File: src/hw/rtl/rbs_pkg.sv
// shared types and constants of the ray versus box slab test
`default_nettype none

package rbs_pkg;

   localparam int ID_WIDTH_DEF = 16;
   localparam int COORD_W      = 32;
   localparam int NUM_W        = COORD_W + 1;
   localparam int DIST_W       = 48;
   localparam int FRAC_W       = 16;
   localparam int ID_FIELD_W   = 16;
   localparam int NUM_AXES     = 3;
   localparam int AXIS_W       = 2;
   localparam int REQ_TDATA_W  = 208;
   localparam int RSP_TDATA_W  = 72;
   localparam int RSP_PAD_W    = RSP_TDATA_W - (1 + DIST_W + 1 + ID_FIELD_W);
   localparam int CSR_ADDR_W   = 3;
   localparam int DVD_W        = NUM_W + FRAC_W;
   localparam int DIV_STEPS    = DVD_W;
   localparam int DIV_CNT_W    = 6;

   localparam logic signed [DIST_W-1:0] T_LIMIT     = 48'sh0001_86A0_0000;
   localparam logic signed [DIST_W-1:0] T_LIMIT_NEG = -T_LIMIT;
   localparam logic signed [DIST_W-1:0] DIST_MAX    = {1'b0, {(DIST_W-1){1'b1}}};
   localparam logic signed [DIST_W-1:0] DIST_MIN    = {1'b1, {(DIST_W-1){1'b0}}};

   localparam logic [CSR_ADDR_W-1:0] REG_ORIGIN_X = 3'd0;
   localparam logic [CSR_ADDR_W-1:0] REG_ORIGIN_Y = 3'd1;
   localparam logic [CSR_ADDR_W-1:0] REG_ORIGIN_Z = 3'd2;
   localparam logic [CSR_ADDR_W-1:0] REG_DIR_X    = 3'd3;
   localparam logic [CSR_ADDR_W-1:0] REG_DIR_Y    = 3'd4;
   localparam logic [CSR_ADDR_W-1:0] REG_DIR_Z    = 3'd5;

   typedef enum logic [2:0] {
      ST_IDLE,
      ST_AXIS,
      ST_WAIT_A,
      ST_WAIT_B,
      ST_NARROW,
      ST_RESULT
   } state_type;

   typedef struct packed {
      logic                       start;
      logic signed [NUM_W-1:0]    num;
      logic signed [COORD_W-1:0]  den;
   } div_req_type;

   typedef struct packed {
      logic                       done;
      logic signed [DIST_W-1:0]   quot;
   } div_rsp_type;

endpackage

`default_nettype wire

File: src/hw/rtl/rbs_div.sv
// shared radix-2 restoring divider, (num * 2^16) / den saturated to 48 bits
`default_nettype none

module rbs_div (
   input  wire logic                 clock,
   input  wire logic                 reset,
   input  wire rbs_pkg::div_req_type req,
   output rbs_pkg::div_rsp_type      rsp
);

   logic                          busy_ff, busy_in;
   logic                          done_ff, done_in;
   logic [rbs_pkg::DIV_CNT_W-1:0] cnt_ff, cnt_in;
   logic [rbs_pkg::DVD_W-1:0]     dvd_ff, dvd_in;
   logic [rbs_pkg::COORD_W-1:0]   rem_ff, rem_in;
   logic [rbs_pkg::COORD_W-1:0]   dsr_ff, dsr_in;
   logic                          neg_ff, neg_in;

   logic [rbs_pkg::NUM_W-1:0]     mag_n;
   logic [rbs_pkg::COORD_W-1:0]   mag_d;
   logic [rbs_pkg::COORD_W:0]     rem_sh;
   logic [rbs_pkg::COORD_W+1:0]   diff;
   logic                          qbit;

   always_comb begin
      mag_n  = req.num[rbs_pkg::NUM_W-1] ? rbs_pkg::NUM_W'(-req.num) : rbs_pkg::NUM_W'(req.num);
      mag_d  = req.den[rbs_pkg::COORD_W-1] ? rbs_pkg::COORD_W'(-req.den)
                                           : rbs_pkg::COORD_W'(req.den);
      rem_sh = {rem_ff, dvd_ff[rbs_pkg::DVD_W-1]};
      diff   = {1'b0, rem_sh} - {2'b00, dsr_ff};
      qbit   = ~diff[rbs_pkg::COORD_W+1];

      busy_in = busy_ff;
      done_in = 1'b0;
      cnt_in  = cnt_ff;
      dvd_in  = dvd_ff;
      rem_in  = rem_ff;
      dsr_in  = dsr_ff;
      neg_in  = neg_ff;

      if (req.start) begin
         busy_in = 1'b1;
         cnt_in  = '0;
         dvd_in  = {mag_n, {rbs_pkg::FRAC_W{1'b0}}};
         rem_in  = '0;
         dsr_in  = mag_d;
         neg_in  = req.num[rbs_pkg::NUM_W-1] ^ req.den[rbs_pkg::COORD_W-1];
      end else if (busy_ff) begin
         rem_in = qbit ? diff[rbs_pkg::COORD_W-1:0] : rem_sh[rbs_pkg::COORD_W-1:0];
         dvd_in = {dvd_ff[rbs_pkg::DVD_W-2:0], qbit};
         cnt_in = cnt_ff + 1'b1;
         if (cnt_ff == rbs_pkg::DIV_CNT_W'(rbs_pkg::DIV_STEPS - 1)) begin
            busy_in = 1'b0;
            done_in = 1'b1;
         end
      end
   end

   always_ff @(posedge clock) begin
      if (reset) begin
         busy_ff <= 1'b0;
         done_ff <= 1'b0;
      end else begin
         busy_ff <= busy_in;
         done_ff <= done_in;
      end
      cnt_ff <= cnt_in;
      dvd_ff <= dvd_in;
      rem_ff <= rem_in;
      dsr_ff <= dsr_in;
      neg_ff <= neg_in;
   end

   // saturate the magnitude quotient to the signed distance range
   always_comb begin
      rsp.done = done_ff;
      if (!neg_ff) begin
         if (dvd_ff[rbs_pkg::DVD_W-1:rbs_pkg::DIST_W-1] != '0) begin
            rsp.quot = rbs_pkg::DIST_MAX;
         end else begin
            rsp.quot = dvd_ff[rbs_pkg::DIST_W-1:0];
         end
      end else begin
         if (dvd_ff[rbs_pkg::DVD_W-1:rbs_pkg::DIST_W-1] != '0) begin
            rsp.quot = rbs_pkg::DIST_MIN;
         end else begin
            rsp.quot = -$signed(dvd_ff[rbs_pkg::DIST_W-1:0]);
         end
      end
   end

endmodule

`default_nettype wire

File: src/hw/rtl/ray_box_slab_first_hit.sv
// ray versus axis-aligned box slab test with first hit of a pick pass
//
// The ray origin and direction are set through the csr_ write port; the user must write them
// only while the block is idle, as the block itself does not enforce it. Each req_ transfer
// carries one box (two corners, object ID, tlast ending the pass) and yields one rsp_ transfer
// with the hit flag, entry distance and the first hit so far; rsp_tlast repeats the pass end,
// after which the first hit is cleared. Each axis with nonzero direction that is still open
// takes both slab quotients in turn from the single 49-step radix-2 divider, and each
// zero-direction axis is passed over. req_tready is high only between boxes; a finished
// result waits in the output register while the next box is taken, but that box's result
// is not loaded until the waiting one is taken.
`default_nettype none

module ray_box_slab_first_hit #(
   parameter int ID_WIDTH = rbs_pkg::ID_WIDTH_DEF
) (
   input  wire logic                               clock,
   input  wire logic                               reset,
   // corner_a_x, corner_a_y, corner_a_z, corner_b_x, corner_b_y, corner_b_z, object_id
   input  wire logic [rbs_pkg::REQ_TDATA_W-1:0]    req_tdata,
   input  wire logic                               req_tlast,
   input  wire logic                               req_tvalid,
   output      logic                               req_tready,
   // box_hit, entry_distance, any_found, first_hit_id, zero fill
   output      logic [rbs_pkg::RSP_TDATA_W-1:0]    rsp_tdata,
   output      logic                               rsp_tlast,
   output      logic                               rsp_tvalid,
   input  wire logic                               rsp_tready,
   input  wire logic                               csr_we,
   input  wire logic [rbs_pkg::CSR_ADDR_W-1:0]     csr_addr,
   input  wire logic [rbs_pkg::COORD_W-1:0]        csr_wdata
);

   localparam int KEEP_W = (ID_WIDTH < rbs_pkg::ID_FIELD_W) ? ID_WIDTH : rbs_pkg::ID_FIELD_W;
   localparam int CW     = rbs_pkg::COORD_W;

   rbs_pkg::state_type state_ff, state_in;

   logic signed [CW-1:0] origin_ff [rbs_pkg::NUM_AXES];
   logic signed [CW-1:0] origin_in [rbs_pkg::NUM_AXES];
   logic signed [CW-1:0] dir_ff    [rbs_pkg::NUM_AXES];
   logic signed [CW-1:0] dir_in    [rbs_pkg::NUM_AXES];
   logic signed [CW-1:0] ca_ff     [rbs_pkg::NUM_AXES];
   logic signed [CW-1:0] ca_in     [rbs_pkg::NUM_AXES];
   logic signed [CW-1:0] cb_ff     [rbs_pkg::NUM_AXES];
   logic signed [CW-1:0] cb_in     [rbs_pkg::NUM_AXES];

   logic [KEEP_W-1:0]                    id_ff, id_in;
   logic                                 last_ff, last_in;
   logic [rbs_pkg::AXIS_W-1:0]           axis_ff, axis_in;
   logic signed [rbs_pkg::DIST_W-1:0]    tmin_ff, tmin_in;
   logic signed [rbs_pkg::DIST_W-1:0]    tmax_ff, tmax_in;
   logic signed [rbs_pkg::DIST_W-1:0]    ta_ff, ta_in;
   logic signed [rbs_pkg::DIST_W-1:0]    tb_ff, tb_in;
   logic                                 found_ff, found_in;
   logic [KEEP_W-1:0]                    first_ff, first_in;
   logic [rbs_pkg::RSP_TDATA_W-1:0]      rsp_tdata_ff, rsp_tdata_in;
   logic                                 rsp_tlast_ff, rsp_tlast_in;
   logic                                 rsp_valid_ff, rsp_valid_in;

   rbs_pkg::div_req_type div_req;
   rbs_pkg::div_rsp_type div_rsp;

   logic                              accept;
   logic                              empty;
   logic                              axis_done;
   logic                              dir_zero;
   logic                              result_load;
   logic                              hit;
   logic                              found_now;
   logic [KEEP_W-1:0]                 first_now;
   logic signed [rbs_pkg::DIST_W-1:0] entry;
   logic signed [rbs_pkg::DIST_W-1:0] lo;
   logic signed [rbs_pkg::DIST_W-1:0] hi;
   logic signed [rbs_pkg::NUM_W-1:0]  diff_a;
   logic signed [rbs_pkg::NUM_W-1:0]  diff_b;

   rbs_div u_div (
      .clock (clock),
      .reset (reset),
      .req   (div_req),
      .rsp   (div_rsp)
   );

   assign accept    = req_tvalid && req_tready;
   assign empty     = tmax_ff < tmin_ff;
   assign axis_done = axis_ff == rbs_pkg::AXIS_W'(rbs_pkg::NUM_AXES);
   assign dir_zero  = dir_ff[axis_ff] == '0;
   assign diff_a    = $signed({ca_ff[axis_ff][CW-1], ca_ff[axis_ff]})
                    - $signed({origin_ff[axis_ff][CW-1], origin_ff[axis_ff]});
   assign diff_b    = $signed({cb_ff[axis_ff][CW-1], cb_ff[axis_ff]})
                    - $signed({origin_ff[axis_ff][CW-1], origin_ff[axis_ff]});

   // next state
   always_comb begin
      state_in = state_ff;
      case (state_ff)
         rbs_pkg::ST_IDLE: begin
            if (req_tvalid) begin
               state_in = rbs_pkg::ST_AXIS;
            end
         end
         rbs_pkg::ST_AXIS: begin
            if (empty || axis_done) begin
               state_in = rbs_pkg::ST_RESULT;
            end else if (!dir_zero) begin
               state_in = rbs_pkg::ST_WAIT_A;
            end
         end
         rbs_pkg::ST_WAIT_A: begin
            if (div_rsp.done) begin
               state_in = rbs_pkg::ST_WAIT_B;
            end
         end
         rbs_pkg::ST_WAIT_B: begin
            if (div_rsp.done) begin
               state_in = rbs_pkg::ST_NARROW;
            end
         end
         rbs_pkg::ST_NARROW: begin
            state_in = rbs_pkg::ST_AXIS;
         end
         rbs_pkg::ST_RESULT: begin
            if (!rsp_valid_ff || rsp_tready) begin
               state_in = rbs_pkg::ST_IDLE;
            end
         end
         default: begin
            state_in = rbs_pkg::ST_IDLE;
         end
      endcase
   end

   // sequencer outputs
   always_comb begin
      req_tready    = 1'b0;
      result_load   = 1'b0;
      div_req.start = 1'b0;
      div_req.num   = diff_a;
      div_req.den   = dir_ff[axis_ff];
      case (state_ff)
         rbs_pkg::ST_IDLE: begin
            req_tready = 1'b1;
         end
         rbs_pkg::ST_AXIS: begin
            div_req.start = !empty && !axis_done && !dir_zero;
         end
         rbs_pkg::ST_WAIT_A: begin
            div_req.start = div_rsp.done;
            div_req.num   = diff_b;
         end
         rbs_pkg::ST_RESULT: begin
            result_load = !rsp_valid_ff || rsp_tready;
         end
         default: begin
            req_tready = 1'b0;
         end
      endcase
   end

   // datapath
   always_comb begin
      origin_in    = origin_ff;
      dir_in       = dir_ff;
      ca_in        = ca_ff;
      cb_in        = cb_ff;
      id_in        = id_ff;
      last_in      = last_ff;
      axis_in      = axis_ff;
      tmin_in      = tmin_ff;
      tmax_in      = tmax_ff;
      ta_in        = ta_ff;
      tb_in        = tb_ff;
      found_in     = found_ff;
      first_in     = first_ff;
      rsp_tdata_in = rsp_tdata_ff;
      rsp_tlast_in = rsp_tlast_ff;
      rsp_valid_in = rsp_valid_ff && !rsp_tready;

      lo        = (ta_ff < tb_ff) ? ta_ff : tb_ff;
      hi        = (ta_ff < tb_ff) ? tb_ff : ta_ff;
      hit       = !empty && !tmin_ff[rbs_pkg::DIST_W-1];
      found_now = found_ff || hit;
      first_now = (hit && !found_ff) ? id_ff : first_ff;
      entry     = empty ? '0 : tmin_ff;

      if (csr_we) begin
         case (csr_addr)
            rbs_pkg::REG_ORIGIN_X: origin_in[0] = csr_wdata;
            rbs_pkg::REG_ORIGIN_Y: origin_in[1] = csr_wdata;
            rbs_pkg::REG_ORIGIN_Z: origin_in[2] = csr_wdata;
            rbs_pkg::REG_DIR_X:    dir_in[0]    = csr_wdata;
            rbs_pkg::REG_DIR_Y:    dir_in[1]    = csr_wdata;
            rbs_pkg::REG_DIR_Z:    dir_in[2]    = csr_wdata;
            default: begin
               origin_in = origin_ff;
            end
         endcase
      end

      if (accept) begin
         for (int i = 0; i < rbs_pkg::NUM_AXES; i++) begin
            ca_in[i] = req_tdata[i*CW +: CW];
            cb_in[i] = req_tdata[(i + rbs_pkg::NUM_AXES)*CW +: CW];
         end
         id_in   = req_tdata[2*rbs_pkg::NUM_AXES*CW +: KEEP_W];
         last_in = req_tlast;
         axis_in = '0;
         tmin_in = rbs_pkg::T_LIMIT_NEG;
         tmax_in = rbs_pkg::T_LIMIT;
      end

      case (state_ff)
         rbs_pkg::ST_AXIS: begin
            if (!empty && !axis_done && dir_zero) begin
               axis_in = axis_ff + 1'b1;
            end
         end
         rbs_pkg::ST_WAIT_A: begin
            if (div_rsp.done) begin
               ta_in = div_rsp.quot;
            end
         end
         rbs_pkg::ST_WAIT_B: begin
            if (div_rsp.done) begin
               tb_in = div_rsp.quot;
            end
         end
         rbs_pkg::ST_NARROW: begin
            if (lo > tmin_ff) begin
               tmin_in = lo;
            end
            if (hi < tmax_ff) begin
               tmax_in = hi;
            end
            axis_in = axis_ff + 1'b1;
         end
         rbs_pkg::ST_RESULT: begin
            if (result_load) begin
               rsp_tdata_in = {{rbs_pkg::RSP_PAD_W{1'b0}}, rbs_pkg::ID_FIELD_W'(first_now),
                               found_now, entry, hit};
               rsp_tlast_in = last_ff;
               rsp_valid_in = 1'b1;
               found_in     = last_ff ? 1'b0 : found_now;
               first_in     = last_ff ? '0 : first_now;
            end
         end
         default: begin
            ta_in = ta_ff;
         end
      endcase
   end

   always_ff @(posedge clock) begin
      if (reset) begin
         state_ff     <= rbs_pkg::ST_IDLE;
         axis_ff      <= '0;
         found_ff     <= 1'b0;
         first_ff     <= '0;
         rsp_valid_ff <= 1'b0;
         for (int i = 0; i < rbs_pkg::NUM_AXES; i++) begin
            origin_ff[i] <= '0;
            dir_ff[i]    <= '0;
         end
      end else begin
         state_ff     <= state_in;
         axis_ff      <= axis_in;
         found_ff     <= found_in;
         first_ff     <= first_in;
         rsp_valid_ff <= rsp_valid_in;
         origin_ff    <= origin_in;
         dir_ff       <= dir_in;
      end
      ca_ff        <= ca_in;
      cb_ff        <= cb_in;
      id_ff        <= id_in;
      last_ff      <= last_in;
      tmin_ff      <= tmin_in;
      tmax_ff      <= tmax_in;
      ta_ff        <= ta_in;
      tb_ff        <= tb_in;
      rsp_tdata_ff <= rsp_tdata_in;
      rsp_tlast_ff <= rsp_tlast_in;
   end

   assign rsp_tdata  = rsp_tdata_ff;
   assign rsp_tlast  = rsp_tlast_ff;
   assign rsp_tvalid = rsp_valid_ff;

endmodule

`default_nettype wire
File: config.mk
export PLATFORM = sky130hd
export DESIGN_NAME = ray_box_slab_first_hit
export DESIGN_NICKNAME = d
export VERILOG_FILES = /design/src/hw/rtl/rbs_pkg.sv /design/src/hw/rtl/rbs_div.sv /design/src/hw/rtl/ray_box_slab_first_hit.sv
export SDC_FILE = /design/constraint.sdc
export NUM_CORES = 2
export LEC_CHECK = 0
export ABC_CLOCK_PERIOD_IN_PS = 9700
export BUFFER_PORTS_ARGS = -buffer_cell sky130_fd_sc_hd__buf_2
export CAP_MARGIN = 0
export CORE_MARGIN = 2
export CORE_UTILIZATION = 58
export DETAILED_ROUTE_END_ITERATION = 6
export PLACE_DENSITY = 0.85
export SLEW_MARGIN = 20
export SYNTH_ARGS = -nofsm -noshare
export SYNTH_HDL_FRONTEND = slang
export SYNTH_SLANG_ARGS = --single-unit
File: constraint.sdc
create_clock -name clock -period 9.7 [get_ports clock]
set_input_delay 1.94 -clock clock [delete_from_list [all_inputs] [get_ports clock]]
set_output_delay 1.94 -clock clock [all_outputs]
set_load 0.01 [all_outputs]
; Word-level counts from Yosys, hierarchy flattened
; Cells that the tools add are included.
[op_classes]
n_addsub = 8
multipliers = 0
n_div = 0
n_lt_le_gt_ge = 5
n_eq_ne = 17
n_shift = 0
muxes = 51
bitwise = 4
reduce_logical = 33
[op_table]
columns = operator, n
row1 = 48-bit two-way mux, 11
row2 = 32-bit two-way mux, 9
row3 = 32-bit binary-select mux with 2-bit select, 4
row4 = 48-bit < comparator, 3
row5 = 49-bit two-way mux, 2
row6 = 33-bit two-way mux, 2
row7 = 32-bit by 32-bit subtractor with 33-bit output, 2
row8 = 48-bit greater-than comparator, 1
row9 = 48-bit negation, 1
row10 = 33-bit by 32-bit subtractor with 34-bit output, 1
row11 = 33-bit negation, 1
row12 = 32-bit logical NOT, 1
row13 = 16-bit two-way mux, 2
row14 = 32-bit negation, 1
row15 = 31-bit two-way mux, 1
row16 = 3-bit two-way mux, 6
row17 = 3-bit case mux with 6 select lines, 1
row18 = 2-bit AND reduction, 9
row19 = 3-bit by 2-bit equality test with 1-bit output (second input constant), 4
row20 = 3-bit equality test (second input constant), 4
row21 = 1-bit two-way mux, 9
row22 = 1-bit logical AND, 7
row23 = 1-bit logical NOT, 7
row24 = 6-bit by 1-bit adder with 6-bit output (second input constant), 1
row25 = 19 further kinds, 28
[totals]
reg_bits = 805
latchBits = 0
ramBits = 0
rom_bits = 0
in_bits = 249
output_inout_bits = 75
elab_cells = 153
n_memories = 0

; Depth between registers and ports, before layout
[depth]
word_depth = 9
mapped_depth = 26
ltp_nobuf = 22

; Modules after synthesis
; Synthesis repeated with hierarchy kept, for this count alone.
[unflattened]
hier_cells = 4277
hier_area_um2 = 42344.4
[by_module_without_submodules]
columns = mod, n_inst, cells_per_inst, area_per_inst_um2, seq_area_each_um2
row1 = ray_box_slab_first_hit, 1, 3150, 33154.3, 17396.7
row2 = rbs_div, 1, 1127, 9190.1, 3103.0

; Worst setup path before layout
; Ideal clock, no wire load.
[synth_timing]
path_kind = input to register
start = in req_tvalid
end = reg ca_ff[0] (netlist bit) (enable)
setup_time_ns = 0.656
arrival_ns = 7.977
t_required_ns = 9.044
setup_slack_ns = 1.067
cell_stages = 3
path_buffers = 1
cell_sequence = nand2_1 > inv_1 > clkbuf_1
[synth_via]
elab_chain_len = 1
[synth_lines]
columns = element, line
row1 = start: declaration, ray_box_slab_first_hit.sv:22  ; input wire logic req_tvalid,
row2 = 1-bit logical AND, ray_box_slab_first_hit.sv:85  ; assign accept = req_tvalid && req_tready;
row3 = named net accept, ray_box_slab_first_hit.sv:64  ; logic accept;
row4 = end signal: assignment, ray_box_slab_first_hit.sv:274  ; ca_ff <= ca_in;
row5 = end: declaration, ray_box_slab_first_hit.sv:43  ; logic signed [CW-1:0] ca_ff [rbs_pkg::NUM_AXES];
; The timed path passes the listed nets, and every way through them passes these cells.
; A chain may end at the register's enable or synchronous reset.

; Worst setup path in the final report
[layout_timing]
start = reg ta_ff[47] (netlist bit)
end = reg tmin_ff[14] (netlist bit)
[layout_via]
elab_chain_len = 5
[layout_lines]
columns = element, line
row1 = start: declaration, ray_box_slab_first_hit.sv:53  ; logic signed [rbs_pkg::DIST_W-1:0] ta_ff, ta_in;
row2 = start signal: assignment, ray_box_slab_first_hit.sv:280  ; ta_ff <= ta_in;
row3 = 48-bit < comparator, ray_box_slab_first_hit.sv:180  ; lo = (ta_ff < tb_ff) ? ta_ff : tb_ff;
row4 = 48-bit two-way mux *, ray_box_slab_first_hit.sv:180
row5 = 48-bit greater-than comparator, ray_box_slab_first_hit.sv:230  ; if (lo > tmin_ff) begin
row6 = 48-bit two-way mux *, ray_box_slab_first_hit.sv:230
row7 = 48-bit two-way mux *, ray_box_slab_first_hit.sv:213  ; case (state_ff)
row8 = "named net tmin_in, one bit", ray_box_slab_first_hit.sv:51  ; logic signed [rbs_pkg::DIST_W-1:0] tmin_ff, tmin_in;
row9 = end signal: assignment, ray_box_slab_first_hit.sv:278  ; tmin_ff <= tmin_in;
row10 = end: declaration, ray_box_slab_first_hit.sv:51
; Mark *: on every way through the listed nets, which the timed path passes. The rest lies on a longest branch.

==> out/qor.log <==
INFO  place          post-dp-hpwl=72900microns
INFO  critical_path  arrival=7700ps
INFO  yosys          adder_cell_share_of_the_synthesized_area=0.0780
INFO  yosys          ys_ff_latch=805
INFO  clock_tree     largest_buffer_count_on_any_clock_path=3
INFO  sta            largest_clock_skew_in_the_final_design=35.0ps
INFO  die            die_width=273microns
INFO  sta            max_slew.worst_pin.slew=1110ps
INFO  global_routing grt_util_met2=0.455
INFO  yosys          netlist-cell-type-count=85
INFO  sta            fin_tns_setup=0ps
INFO  global_routing antenna_found_initial=18
INFO  die            coreArea=71600squm
INFO  flow_run       max_cap_violations=0
INFO  final_layout   layout.filler_cells=5423
INFO  sta            timing.final.crit_share=0.739
INFO  clock_tree     post_cts.resized_instances=0
INFO  global_routing first_global_vias=31315
INFO  clock_tree     cts_buffers=84
INFO  clock_tree     cts_num_sinks=805
INFO  yosys          post_synth_top_flop=sky130_fd_sc_hd__edfxtp_1
INFO  routing        drtAntennaViolNets=0
INFO  run_status     status=finished clean
INFO  place          io_buffer_count=317
INFO  yosys          synth_compound_gate_area_share=0.154
INFO  die            top_level_ports=324
INFO  sta            maxClockFrequency=0.139GHz
INFO  final_layout   layout_common_cells=640 x sky130_fd_sc_hd__nand2_1, 446 x sky130_fd_sc_hd__a21oi_1, 438 x sky130_fd_sc_hd__edfxtp_1
INFO  routing        route.detailed.drc=0
INFO  sta            setup_viol=0
INFO  clock_tree     hold_buffers_post_cts=0
INFO  yosys          synthSimpleGateAreaFrac=0.131
INFO  yosys          asyncSetResetFlopFracSynth=0
INFO  sta            rsz_0062_raised_after_global_routing=false
INFO  worst_hold_path min-delay-path-class=reg2reg
INFO  yosys          synth_mux_area_frac=0.0838
INFO  die            dieArea=74700squm
INFO  yosys          yosysSeqAreaShare=0.487
INFO  clock_tree     clock_input_transition_at_the_sequential_cells_of_the_worst_setup_and_hold_paths=60ps
INFO  routing        wirelength=105000microns
INFO  sta            maxSlewViolCount=0
INFO  sta            report.final.hold_viol_count=0
INFO  power          power.density_cell_area=276nW/um^2
INFO  die            initial_utilization=0.588
INFO  place          placed_area=44300squm
INFO  global_routing globalRouteMet1Util=0.356
INFO  final_layout   share_of_layout_cells_above_drive_strength_1=0.160
INFO  yosys          netlist_area=42100squm
INFO  clock_tree     cts_htree_levels=3
INFO  critical_path  worst_setup_end_kind=flop
INFO  global_routing globalRouteMet3Util=0.0439
INFO  routing        vias_per_cell=5.98
INFO  yosys          synth_enable_flop_cells=438
INFO  power          ir_worst_vdd=0.000245V
INFO  critical_path  wp_data_required=10230ps
INFO  final_layout   seq_area=20500squm
INFO  sta            headroom_to_the_max_slew_limit=0.254
INFO  clock_tree     cts.root.buffer_cell=sky130_fd_sc_hd__clkbuf_16
INFO  routing        post_drt_wl_per_cell=19.0microns
INFO  critical_path  worstSetupStartpointType=flop
INFO  die            die_y=273microns
INFO  final_layout   combined_area_of_the_multi_input_logic_cells=19900squm
INFO  clock_tree     cts.repair_timing.setup_buffer_count=0
INFO  yosys          dominant_combinational_cell_family_by_area_after_synthesis=compound AO/OA/AOI/OAI gates
INFO  clock_tree     worst_skew_pair.late_latency=660ps
INFO  final_layout   mostFrequentLayoutCell=sky130_fd_sc_hd__nand2_1
INFO  routing        route.vias.total=32842
INFO  final_layout   area.growth.synth_to_final=12.3%
INFO  critical_path  setup.worst_path.class=reg2reg
INFO  place          gp_routability_congestion=0.941
INFO  routing        drt_iter0_drc=3336
INFO  yosys          synthesized_instance_count=4241
INFO  yosys          yosys_warnings=0
INFO  die            rows=98
INFO  global_routing grt.overflow.total=0
INFO  sta            period_needed=7170ps
INFO  global_routing wire_length_of_the_first_global_routing_pass=164000microns
INFO  yosys          avgSynthCellArea=9.92squm
INFO  final_layout   postLayoutCoreUtil=0.660
INFO  global_routing grt_usage=0.274
INFO  final_layout   finalNetCount=4972
INFO  global_routing grt_start_max_net_pins=203
INFO  yosys          synthXorXnorAreaFrac=0.0244
INFO  critical_path  critPathMaxFanout=97
INFO  global_routing global_route.peak_usage_layer=met2
INFO  power          power.leakage=18.2nW
INFO  routing        drt_pre_antenna_iters=6
INFO  clock_tree     clock_tree_from_tritoncts=yes
INFO  final_layout   final_design_area_no_fill=47300squm
-- routing by layer --
metal  share of wire  vias up  routed length [microns]
li1                -    15733                        -
met5         0.00089        -                       93
met1            0.41    15524                    42800
met4           0.040       12                     4180
met2            0.47     1341                    49600
met3           0.075      232                     7890
-- worst max-delay path: stages (launching register included) --
cell and delay (ps):
sky130_fd_sc_hd__edfxtp_1 420, sky130_fd_sc_hd__ha_1 360, sky130_fd_sc_hd__nand4_1 150, sky130_fd_sc_hd__or4_1 580, sky130_fd_sc_hd__or4_1 620, sky130_fd_sc_hd__o211ai_4 880, sky130_fd_sc_hd__buf_12 410, sky130_fd_sc_hd__mux2_2 410
sky130_fd_sc_hd__ha_1 300, sky130_fd_sc_hd__nor2b_1 140, sky130_fd_sc_hd__o21ai_0 160, sky130_fd_sc_hd__nand2b_1 70, sky130_fd_sc_hd__a21oi_1 150, sky130_fd_sc_hd__o21ai_0 100, sky130_fd_sc_hd__a31oi_1 190, sky130_fd_sc_hd__o221ai_1 200
sky130_fd_sc_hd__a2111oi_0 710, sky130_fd_sc_hd__xor2_2 170, sky130_fd_sc_hd__nand2_2 550, sky130_fd_sc_hd__mux2_2 420
-- final cells by class --
cell class / count / share of cell area
repair buffers: 358 / 0.0414
inverters: 215 / 0.0173
clock buffers: 117 / 0.0497
well taps: 950 / 0.0251
clock inverters: 39 / 0.0111
flip-flops and latches: 805 / 0.434
diodes: 13 / 0.000688
multi-input cells: 2998 / 0.421
-- flip-flops by register name, indices dropped and copies added, names as in the netlist, 2 cells and up --
name / count
ca_ff: 96
cb_ff: 96
dir_ff: 96
origin_ff: 96
rsp_tdata: 66
u_div.dvd_ff: 49
ta_ff: 48
tb_ff: 48
tmax_ff: 48
tmin_ff: 48
u_div.dsr_ff: 32
u_div.rem_ff: 32
first_ff: 16
id_ff: 16
u_div.cnt_ff: 6
state_ff: 3
axis_ff: 2
-- logic make-up (layout without fill, tap and decap cells) --
group           after synthesis  in the layout
flops                       805            805
xor+xnor                    117            117
other cells                   1             19
compound gates             1061           1061
buf+inv                     443            729
mux                         295            295
fa+ha+maj                   261            261
simple gates               1258           1258
-- path summary, 6_finish.rpt --
path / from / to / depth (start not counted) / slack [ps]
setup / recovery: ta_ff[47] / tmin_ff[14] / 19 / 2530
hold / removal: origin_ff[37] / origin_ff[37] / 2 / 450
setup reg to reg: ta_ff[47] / tmin_ff[14] / 19 / 2530
hold reg to reg: origin_ff[37] / origin_ff[37] / 2 / 450
-- cell usage after synthesis, types with 26 or more instances --
| library cell | count | area, sq um |
|---|---|---|
| sky130_fd_sc_hd__o21ai_0 | 221 | 1110 |
| sky130_fd_sc_hd__mux2_2 | 136 | 1530 |
| sky130_fd_sc_hd__nand4_1 | 44 | 275 |
| sky130_fd_sc_hd__nor2b_1 | 27 | 169 |
| sky130_fd_sc_hd__xor2_1 | 54 | 473 |
| sky130_fd_sc_hd__o2bb2ai_1 | 34 | 298 |
| sky130_fd_sc_hd__or3_1 | 29 | 181 |
| sky130_fd_sc_hd__dfxtp_1 | 367 | 7350 |
| sky130_fd_sc_hd__nand3_1 | 46 | 230 |
| sky130_fd_sc_hd__nor2_1 | 297 | 1110 |
| sky130_fd_sc_hd__a211oi_1 | 33 | 248 |
| sky130_fd_sc_hd__a21o_1 | 52 | 390 |
| sky130_fd_sc_hd__xnor2_1 | 63 | 552 |
| sky130_fd_sc_hd__clkbuf_1 | 174 | 653 |
| sky130_fd_sc_hd__ha_1 | 259 | 3240 |
| sky130_fd_sc_hd__nand2_1 | 641 | 2410 |
| sky130_fd_sc_hd__nand2b_1 | 29 | 181 |
| sky130_fd_sc_hd__inv_1 | 213 | 800 |
| sky130_fd_sc_hd__a21oi_1 | 447 | 2240 |
| sky130_fd_sc_hd__a31oi_1 | 33 | 206 |
| sky130_fd_sc_hd__mux2i_1 | 126 | 1260 |
| sky130_fd_sc_hd__nor3_1 | 51 | 255 |
| sky130_fd_sc_hd__mux4_2 | 32 | 721 |
| sky130_fd_sc_hd__edfxtp_1 | 438 | 13200 |
| sky130_fd_sc_hd__a31o_2 | 26 | 228 |
-- power breakdown --
group	total [W]	leakage, nW	switching (W)	internal (W)
registers	0.00462	7.11	0.000328	0.00430
logic	0.00510	9.75	0.00324	0.00186
clock network	0.00334	1.38	0.00138	0.00195
-- through the flow --
stage | hold slack [ps] | instances | total power, W | setup slack (ps)
5_1_grt | 468 | 5494 | 0.0138 | 2140
3_3_place_gp | 441 | 5325 | 0.00949 | 2490
4_1_cts | 454 | 5481 | 0.0130 | 2270
3_5_place_dp | 446 | 5325 | 0.00965 | 2290
2_1_floorplan | 436 | 4246 | 0.00849 | 1070
6_report | 452 | 5495 | 0.0131 | 2530
Power figures use the tool's default switching activity.
